[config.mk]
export PLATFORM = sky130hd
export DESIGN_NAME = square_spiral_index_distance_unit
export DESIGN_NICKNAME = d
export VERILOG_FILES = /design/src/rtl/ssid_pkg.sv /design/src/rtl/ssid_lane.sv /design/src/rtl/ssid_merge.sv /design/src/rtl/square_spiral_index_distance_unit.sv
export SDC_FILE = /design/constraint.sdc
export NUM_CORES = 2
export LEC_CHECK = 0
export BUFFER_PORTS_ARGS = -buffer_cell sky130_fd_sc_hd__clkbuf_2
export CORE_MARGIN = 4
export CORE_UTILIZATION = 54
export DETAILED_ROUTE_END_ITERATION = 10
export GPL_ROUTABILITY_DRIVEN = 0
export PLACE_DENSITY = 0.79
export SLEW_MARGIN = 20
export SYNTH_ARGS = -nofsm -noshare
export SYNTH_HDL_FRONTEND = slang
export SYNTH_SLANG_ARGS = --single-unit
export TNS_END_PERCENT = 5
[constraint.sdc]
create_clock -name clk -period 240.4 [get_ports clk]
set_input_delay 72.12 -clock clk [delete_from_list [all_inputs] [get_ports clk]]
set_output_delay 72.12 -clock clk [all_outputs]
set_load 0.05 [all_outputs]
[src/rtl/ssid_pkg.sv]
// ----------------------------------------------------------------------------
// ssid_pkg
// shared widths and defaults for the square spiral index distance unit
// ----------------------------------------------------------------------------
`default_nettype none

package ssid_pkg;

    // default width of one spiral index
    localparam int INDEX_WIDTH_DEF = 32;

    // widths of the result fields
    localparam int COORD_W = 17;
    localparam int DIST_W  = 18;

endpackage

`default_nettype wire

[src/rtl/ssid_lane.sv]
// ----------------------------------------------------------------------------
// ssid_lane
// maps one spiral index to grid coordinates: pipelined digit-by-digit
// square root, then ring offset and side selection
// ----------------------------------------------------------------------------
`default_nettype none

module ssid_lane #(
    parameter int INDEX_WIDTH = ssid_pkg::INDEX_WIDTH_DEF
) (
    input  wire logic                                    clk,
    input  wire logic                                    advance,
    input  wire logic [INDEX_WIDTH-1:0]                  index,
    output logic signed [(INDEX_WIDTH+1)/2+3:0]          x,
    output logic signed [(INDEX_WIDTH+1)/2+3:0]          y
);

    localparam int RootW  = (INDEX_WIDTH + 1) / 2;
    localparam int RadW   = 2 * RootW;
    localparam int RemW   = RootW + 2;
    localparam int OffW   = RootW + 3;
    localparam int CoordW = RootW + 4;

    logic [INDEX_WIDTH-1:0] index_m1;
    logic [RadW-1:0]        val_reg  [RootW];
    logic [RootW-1:0]       root_reg [RootW];
    logic [RemW-1:0]        rem_reg  [RootW];

    // radicand is index-1, index zero behaves like index one
    assign index_m1 = (index == '0) ? '0 : index - INDEX_WIDTH'(1);

    always_ff @(posedge clk)
    begin
        if (advance)
        begin
            val_reg[0] <= RadW'(index_m1);
        end
    end

    // one root bit per stage
    for (genvar j = 0; j < RootW; j++)
    begin : g_step
        logic [RemW-1:0]  rem_in;
        logic [RootW-1:0] root_in;
        logic [RemW-1:0]  rem_sh;
        logic [RemW-1:0]  trial;
        logic             ge;

        if (j == 0)
        begin : g_first
            assign rem_in  = '0;
            assign root_in = '0;
        end
        else
        begin : g_next
            assign rem_in  = rem_reg[j-1];
            assign root_in = root_reg[j-1];
        end

        assign rem_sh = {rem_in[RootW-1:0], val_reg[j][RadW-1 -: 2]};
        assign trial  = {root_in, 2'b01};
        assign ge     = (rem_sh >= trial);

        always_ff @(posedge clk)
        begin
            if (advance)
            begin
                rem_reg[j]  <= ge ? (rem_sh - trial) : rem_sh;
                root_reg[j] <= {root_in[RootW-2:0], ge};
            end
        end

        if (j < RootW - 1)
        begin : g_val
            always_ff @(posedge clk)
            begin
                if (advance)
                begin
                    val_reg[j+1] <= val_reg[j] << 2;
                end
            end
        end
    end

    // ring number and offset along the ring
    logic [RootW-1:0] root;
    logic [RemW-1:0]  rem;
    logic [RootW:0]   root_p1;
    logic             kz_reg;
    logic [OffW-1:0]  k_reg, h_reg, k2_reg, k3_reg, k4_reg, k5_reg, k6_reg, k7_reg;
    logic [OffW-1:0]  k_next;

    assign root    = root_reg[RootW-1];
    assign rem     = rem_reg[RootW-1];
    assign root_p1 = {1'b0, root} + (RootW+1)'(1);
    assign k_next  = OffW'(root_p1[RootW:1]);

    always_ff @(posedge clk)
    begin
        if (advance)
        begin
            kz_reg <= (root == '0);
            k_reg  <= k_next;
            // odd root: ring base is root^2, even root: base is (root-1)^2
            h_reg  <= root[0] ? (OffW'(rem) + OffW'(1))
                              : (OffW'(rem) + OffW'({root, 1'b0}));
            k2_reg <= k_next << 1;
            k3_reg <= (k_next << 1) + k_next;
            k4_reg <= k_next << 2;
            k5_reg <= (k_next << 2) + k_next;
            k6_reg <= (k_next << 2) + (k_next << 1);
            k7_reg <= (k_next << 3) - k_next;
        end
    end

    // side of the ring
    logic signed [CoordW-1:0] ks, hs, k3s, k5s, k7s;
    logic signed [CoordW-1:0] x_next, y_next;
    logic signed [CoordW-1:0] x_reg, y_reg;

    assign ks  = $signed(CoordW'(k_reg));
    assign hs  = $signed(CoordW'(h_reg));
    assign k3s = $signed(CoordW'(k3_reg));
    assign k5s = $signed(CoordW'(k5_reg));
    assign k7s = $signed(CoordW'(k7_reg));

    always_comb
    begin
        priority if (kz_reg)
        begin
            x_next = '0;
            y_next = '0;
        end
        else if (h_reg <= k2_reg)
        begin
            x_next = hs - ks;
            y_next = -ks;
        end
        else if (h_reg <= k4_reg)
        begin
            x_next = ks;
            y_next = hs - k3s;
        end
        else if (h_reg <= k6_reg)
        begin
            x_next = k5s - hs;
            y_next = ks;
        end
        else
        begin
            x_next = -ks;
            y_next = k7s - hs;
        end
    end

    always_ff @(posedge clk)
    begin
        if (advance)
        begin
            x_reg <= x_next;
            y_reg <= y_next;
        end
    end

    assign x = x_reg;
    assign y = y_reg;

endmodule

`default_nettype wire

[src/rtl/ssid_merge.sv]
// ----------------------------------------------------------------------------
// ssid_merge
// combines the two lane points: absolute differences, distance sum and
// the output register
// ----------------------------------------------------------------------------
`default_nettype none

module ssid_merge #(
    parameter int INDEX_WIDTH = ssid_pkg::INDEX_WIDTH_DEF
) (
    input  wire logic                                    clk,
    input  wire logic                                    advance,
    input  wire logic signed [(INDEX_WIDTH+1)/2+3:0]     ax,
    input  wire logic signed [(INDEX_WIDTH+1)/2+3:0]     ay,
    input  wire logic signed [(INDEX_WIDTH+1)/2+3:0]     bx,
    input  wire logic signed [(INDEX_WIDTH+1)/2+3:0]     by,
    output logic signed [ssid_pkg::COORD_W-1:0]          first_x,
    output logic signed [ssid_pkg::COORD_W-1:0]          first_y,
    output logic signed [ssid_pkg::COORD_W-1:0]          second_x,
    output logic signed [ssid_pkg::COORD_W-1:0]          second_y,
    output logic [ssid_pkg::DIST_W-1:0]                  manhattan_distance
);

    localparam int CoordW = (INDEX_WIDTH + 1) / 2 + 4;
    localparam int OutW   = ssid_pkg::COORD_W;
    localparam int DistW  = ssid_pkg::DIST_W;

    logic signed [CoordW:0]   dx, dy;
    logic [CoordW:0]          adx_reg, ady_reg;
    logic signed [CoordW-1:0] ax_reg, ay_reg, bx_reg, by_reg;
    logic [CoordW+1:0]        sum;

    // sign-extend by one bit so the difference cannot overflow
    assign dx = $signed({ax[CoordW-1], ax}) - $signed({bx[CoordW-1], bx});
    assign dy = $signed({ay[CoordW-1], ay}) - $signed({by[CoordW-1], by});

    always_ff @(posedge clk)
    begin
        if (advance)
        begin
            adx_reg <= dx[CoordW] ? $unsigned(-dx) : $unsigned(dx);
            ady_reg <= dy[CoordW] ? $unsigned(-dy) : $unsigned(dy);
            ax_reg  <= ax;
            ay_reg  <= ay;
            bx_reg  <= bx;
            by_reg  <= by;
        end
    end

    assign sum = (CoordW+2)'(adx_reg) + (CoordW+2)'(ady_reg);

    always_ff @(posedge clk)
    begin
        if (advance)
        begin
            first_x            <= OutW'(ax_reg);
            first_y            <= OutW'(ay_reg);
            second_x           <= OutW'(bx_reg);
            second_y           <= OutW'(by_reg);
            manhattan_distance <= DistW'(sum);
        end
    end

endmodule

`default_nettype wire

[src/rtl/square_spiral_index_distance_unit.sv]
// ----------------------------------------------------------------------------
// square_spiral_index_distance_unit
// maps two spiral indices to grid points and their manhattan distance
// ----------------------------------------------------------------------------
//  channel   handshake                    payload
//  index     index_valid / index_stall    first_index, second_index
//  result    result_valid / result_stall  first_x, first_y, second_x,
//                                         second_y, manhattan_distance
//
//  one item per cycle while the result side is not stalled; the square root
//  pipeline produces one root bit per stage in each lane
//  reset clears the stage valid bits only, payload registers are not reset
//  a stalled result freezes the whole pipeline and stalls the index side
// ----------------------------------------------------------------------------
`default_nettype none

module square_spiral_index_distance_unit #(
    parameter int INDEX_WIDTH = ssid_pkg::INDEX_WIDTH_DEF
) (
    input  wire logic                                clk,
    input  wire logic                                rst_n,
    input  wire logic                                index_valid,
    output logic                                     index_stall,
    input  wire logic [INDEX_WIDTH-1:0]              first_index,
    input  wire logic [INDEX_WIDTH-1:0]              second_index,
    output logic                                     result_valid,
    input  wire logic                                result_stall,
    output logic signed [ssid_pkg::COORD_W-1:0]      first_x,
    output logic signed [ssid_pkg::COORD_W-1:0]      first_y,
    output logic signed [ssid_pkg::COORD_W-1:0]      second_x,
    output logic signed [ssid_pkg::COORD_W-1:0]      second_y,
    output logic [ssid_pkg::DIST_W-1:0]              manhattan_distance
);

    localparam int RootW  = (INDEX_WIDTH + 1) / 2;
    localparam int CoordW = RootW + 4;
    localparam int Depth  = RootW + 5;

    logic             advance;
    logic [Depth-1:0] valid_reg;
    logic [Depth-1:0] valid_next;

    assign advance     = !(valid_reg[Depth-1] && result_stall);
    assign index_stall = !advance;
    assign valid_next  = {valid_reg[Depth-2:0], index_valid};

    always_ff @(posedge clk or negedge rst_n)
    begin
        if (!rst_n)
        begin
            valid_reg <= '0;
        end
        else if (advance)
        begin
            valid_reg <= valid_next;
        end
    end

    assign result_valid = valid_reg[Depth-1];

    logic signed [CoordW-1:0] ax, ay, bx, by;

    ssid_lane #(
        .INDEX_WIDTH (INDEX_WIDTH)
    ) u_lane_first (
        .clk     (clk),
        .advance (advance),
        .index   (first_index),
        .x       (ax),
        .y       (ay)
    );

    ssid_lane #(
        .INDEX_WIDTH (INDEX_WIDTH)
    ) u_lane_second (
        .clk     (clk),
        .advance (advance),
        .index   (second_index),
        .x       (bx),
        .y       (by)
    );

    ssid_merge #(
        .INDEX_WIDTH (INDEX_WIDTH)
    ) u_merge (
        .clk                (clk),
        .advance            (advance),
        .ax                 (ax),
        .ay                 (ay),
        .bx                 (bx),
        .by                 (by),
        .first_x            (first_x),
        .first_y            (first_y),
        .second_x           (second_x),
        .second_y           (second_y),
        .manhattan_distance (manhattan_distance)
    );

endmodule

`default_nettype wire

# == Yosys cells after proc, flatten, opt, wreduce, memory -nomap -nowiden ==
# Memories as Yosys holds them, arrays and structs flattened.
# Index checks and enable logic that the tools add are counted.
# word_totals
regBits,515
word_cells,193
in_bits,68
n_memories,6
ramBits,2112
out_inout_bits,88
# classes
mux,51
n_reduce_logical,5
n_lt_le_gt_ge,38
add_sub_neg,63
# mem_list
name,words,word_bits,rd,rd_clocked_by_memory_dff,wr,line,rtl
u_lane_first.val_reg,16,32,16,0,16,ssid_lane.sv:25,logic [RadW-1:0] val_reg [RootW];
u_lane_second.val_reg,16,32,16,0,16,ssid_lane.sv:25,
u_lane_first.rem_reg,16,18,16,0,16,ssid_lane.sv:27,logic [RemW-1:0] rem_reg [RootW];
u_lane_second.rem_reg,16,18,16,0,16,ssid_lane.sv:27,
u_lane_first.root_reg,16,16,16,0,16,ssid_lane.sv:26,logic [RootW-1:0] root_reg [RootW];
u_lane_second.root_reg,16,16,16,0,16,ssid_lane.sv:26,
# ops
op,n
2-to-1 mux 18 bit,34
>= comparator 18 bit,30
subtractor 18 bit,30
2-to-1 mux 20 bit,12
subtractor 19 x 19 -> 20 bit,6
adder 18 x 17 -> 19 bit,4
logical NOT 32 bit,2
2-to-1 mux 32 bit,2
"subtractor 32 x 1 -> 32 bit, second input constant",2
subtractor 20 x 20 -> 21 bit,2
negator 16 -> 20 bit,2
subtractor 19 x 16 -> 20 bit,2
"adder 18 x 1 -> 19 bit, second input constant",2
adder 18 x 16 -> 19 bit,2
less-or-equal comparator 19 x 17 -> 1 bit,2
less-or-equal comparator 19 x 18 -> 1 bit,2
less-or-equal comparator 19 bit,2
2-to-1 mux 19 bit,2
subtractor 19 x 16 -> 19 bit,2
adder 17 x 16 -> 18 bit,2
negator 18 bit,2
"adder 16 x 1 -> 17 bit, second input constant",2
logical NOT 16 bit,2
adder 18 bit,1
4 further kinds,6

# == Logic depth before layout (Yosys ltp) ==
# logic_depth
ltp_word,4
ltp_mapped,17
depth_no_buf,17

# == Cells and area by module ==
# From an unflattened synthesis, not the netlist that was laid out.
# unflattened
cells_unflattened,8462
area_unflattened_um2,97491.0
# by_module_without_submodules
module,n_inst,area_each_um2,cells_per_inst
ssid_lane at u_lane_first,1,44093.5,3900
ssid_lane at u_lane_second,1,43201.4,3810
ssid_merge,1,9342.7,706
square_spiral_index_distance_unit,1,853.3,46

# == Worst setup path after synthesis ==
# Ideal clock, no wire load.
# synth_timing
kind,input-to-output
from,input result_stall
to,output index_stall
t_arrival_ns,133.942
required_time_ns,168.280
path_slack_ns,34.338
cell_stages,3
cell_sequence,nand2_1 > buf_1 > inv_1
# synth_between
elab_chain_cells,1
# synth_lines
element,line,rtl
from (decl),square_spiral_index_distance_unit.sv:27,"input wire logic result_stall,"
logical AND 1 bit,square_spiral_index_distance_unit.sv:43,assign advance = !(valid_reg[Depth-1] && result_stall);
to (decl),square_spiral_index_distance_unit.sv:23,"output logic index_stall,"
# No other way between the ends.

# == Final worst setup path ==
# Ends and elaborated chain as after synthesis.

==> summary.txt <==
Status
  – Status: finished, final reports clean

Clock network
  – CTS buffer count: 181
  – H-tree depth: 4
  – Worst-Skew Late Latency: a little over 800 ps
  – TritonCTS clock tree: done
  – Clk Tree Root Cell: clkbuf_16
  – Clock buffer depth: 3
  – Clock Sinks: between 1500 and 2000
  – Post-cts hold buffer count: 0
  – Postcts setup bufs: 0
  – Clk slew on worst S/H paths: roughly 60 ps
  – Resized Gates After CTS: 0

Timing
  – RSZ-0062 raised after global routing: false
  – Final Hold Vio Count: 0
  – Clock Skews: between 60 and 70 ps
  – Max_slew headroom: around a quarter
  – Post-route clock period utilization: around 61%
  – Setup TNS: 0 ps
  – Slew Viols, Final: 0
  – Final setup vio count: 0
  – Min Tclk post-route: between 100000 and 150000 ps
  – F_max: between 6 and 7 MHz
  – Worst-Margin Slew: 1115 ps

Route
  – Number of vias per cell: 5.768
  – Via count: between 60000 and 70000
  – DRC viols: 0
  – DRT iter0 DRCs: just under 5000
  – Routed WL per cell: roughly 17 um
  – Number of routed nets with antenna violations: 0
  – Final WL: 188.4 mm
  – DR pass1 iterations: 6

Floorplan
  – Die area: ~180000 um^2
  – Die W: approximately 430 um
  – Core ar.: around 170000 um^2
  – Ports: about 160
  – Die H: around 430 um
  – Row count: ~150
  – Initial core utilization: 54.33%

Placed design
  – Port buffer count: approximately 160
  – DP Wirelength: about 140 mm

Yosys
  – Warnings, synthesis: 0
  – Synth area leaders: edfxtp_1, ha_1, xnor2_1
  – Number of distinct library cells after synthesis: 95
  – Cell with the most instances after synthesis: edfxtp_1
  – Synth cell count leaders: edfxtp_1, ha_1, inv_1
  – Synth Instances: just over 8000
  – Synth area leader: edfxtp_1
  – Post-synth EDFFs: 1744
  – Post-Synthesis Mean Instance Area: ~12 um^2
  – Asr flop ratio synth: about 1.2%
  – Top cell type's share of synthesized area: 55.45%
  – Primary FF master, synth: edfxtp_1
  – Synthesized flop and latch total: 1765
  – Post-Syn Area: roughly 94000 um^2
  – Sequential share of the synthesized area: between 50% and 60%

Critical path
  – Startpoint Class: input pin
  – Worst path arrival time: ~73000 ps
  – Worst r2r src: u_lane_second.root_reg[1][112]$_DFFE_PN_
  – R2R depth: 15
  – Most common cell on crit path: clkbuf_2
  – Cell family with most CP delay: simple AND/OR/NAND/NOR gates
  – Critical Path RT: approximately 170000 ps
  – Crit path cell chain: clkbuf_2, nand2_4, inv_1, clkbuf_2
  – CP Buf/Inv Count: 3
  – Slowest cell on the critical path: nand2_4
  – Worst stage delay on the critical path: roughly 700 ps
  – Worst R2R End: u_lane_second.k3_reg[15]$_DFFE_PN_
  – R2R Setup Slk: 234840 ps
  – Critical path class: input pin to output pin
  – Critical path peak fanout: 78
  – Crit path capture type: output pin

Global routing
  – Vias in the first global route: slightly above 60000
  – Overflow after GRT: 0
  – First-pass GRT wire length: just over 300 mm
  – Initial antenna violation count: 1
  – Pin count of the biggest net entering global routing: around 180
  – Gr usage total: about a fifth

Cells and area
  – Layout cells sized above 1: roughly 7.5%
  – Nets: around 9100
  – # fillers: between 10000 and 15000
  – Area delta synth->final: 10.05%

Min path
  – Min-delay src: u_lane_first.val_reg[4][9]$_DFFE_PN_
  – WHS Path Cells: 0
  – Hold path endpoint: u_lane_first.val_reg[5][11]$_DFFE_PN_
  – Worst hold path type: flop to flop

Run
  – Maxcap violations: 0
[cells by family after synthesis]
kind of cell             share of synthesized area [%]
AO/OA/AOI/OAI                                    11.33
other                                         0.003971
multiplexers                                     1.261
AND/OR/NAND/NOR                                  11.49
buffers and inverters                            3.178
adder cells (fa/ha/maj)                          10.15
flip-flops                                       56.01
XOR/XNOR                                         6.575
[layout make-up]
class | instances | area, um^2 | area share (%)
Multi-Input combinational cell | 5503 | 38610 | 37.15
Inverter | 677 | 2541 | 2.445
Tap cell | 2325 | 2909 | 2.799
Timing Repair Buffer | 195 | 1125 | 1.082
Clock buffer | 222 | 4740 | 4.561
Antenna cell | 2 | 5.005 | 0.004816
Clock inverter | 108 | 1096 | 1.055
Sequential cell | 1765 | 52900 | 50.90
[placed cells by master, fill, tap and decap left out, drive strengths merged, types with 84 or more instances in the layout]
cell type and instances:
nor2 631, mux2 88, nand3 168, clkbuf 377, ha 739, or3 85
nand2 475, edfxtp 1744, inv 682, nand4 90, o21a 144, xor2 259
clkinv 84, nor3 223, nand2b 112, a21o 158, nor2b 111, xnor2 450
o21ai 398, a21oi 538
[per-layer routing]
metal  wire length (um)  global-route usage, %
met1              73520                  23.68
met3              10690                  3.090
met5                  0                      0
met2              94730                  36.75
met4               9437                  10.46
[how the worst max path moves through the flow]
| stage | from | endpoint | slack [ps] | depth (start not counted) |
|---|---|---|---|---|
| 2_1_floorplan | result_stall | index_stall | 34340 | 3 |
| 3_3_place_gp | result_stall | index_stall | 94930 | 4 |
| 3_5_place_dp | result_stall | index_stall | 94890 | 4 |
| 4_1_cts | result_stall | index_stall | 94890 | 4 |
| 5_1_grt | result_stall | index_stall | 94800 | 4 |
| 6_report | result_stall | index_stall | 94910 | 4 |
[metrics by stage]
stage / area [um^2] / instances / hold slack [ps] / util [%] / setup slack, ps
after global placement: 98060 / 10470 / 400.5 / 56.42 / 94930
final: 103900 / 10800 / 396.5 / 59.79 / 94910
after global routing: 103900 / 10800 / 406.5 / 59.79 / 94800
after CTS: 103900 / 10800 / 396.7 / 59.77 / 94890
after detailed placement: 98060 / 10470 / 404.5 / 56.42 / 94890
after floorplan: 94440 / 8063 / 400.3 / - / 34340
Power is left out: the tool's default activity adds up to more than one toggle a clock period on the data nets, which glitch-free logic cannot reach.
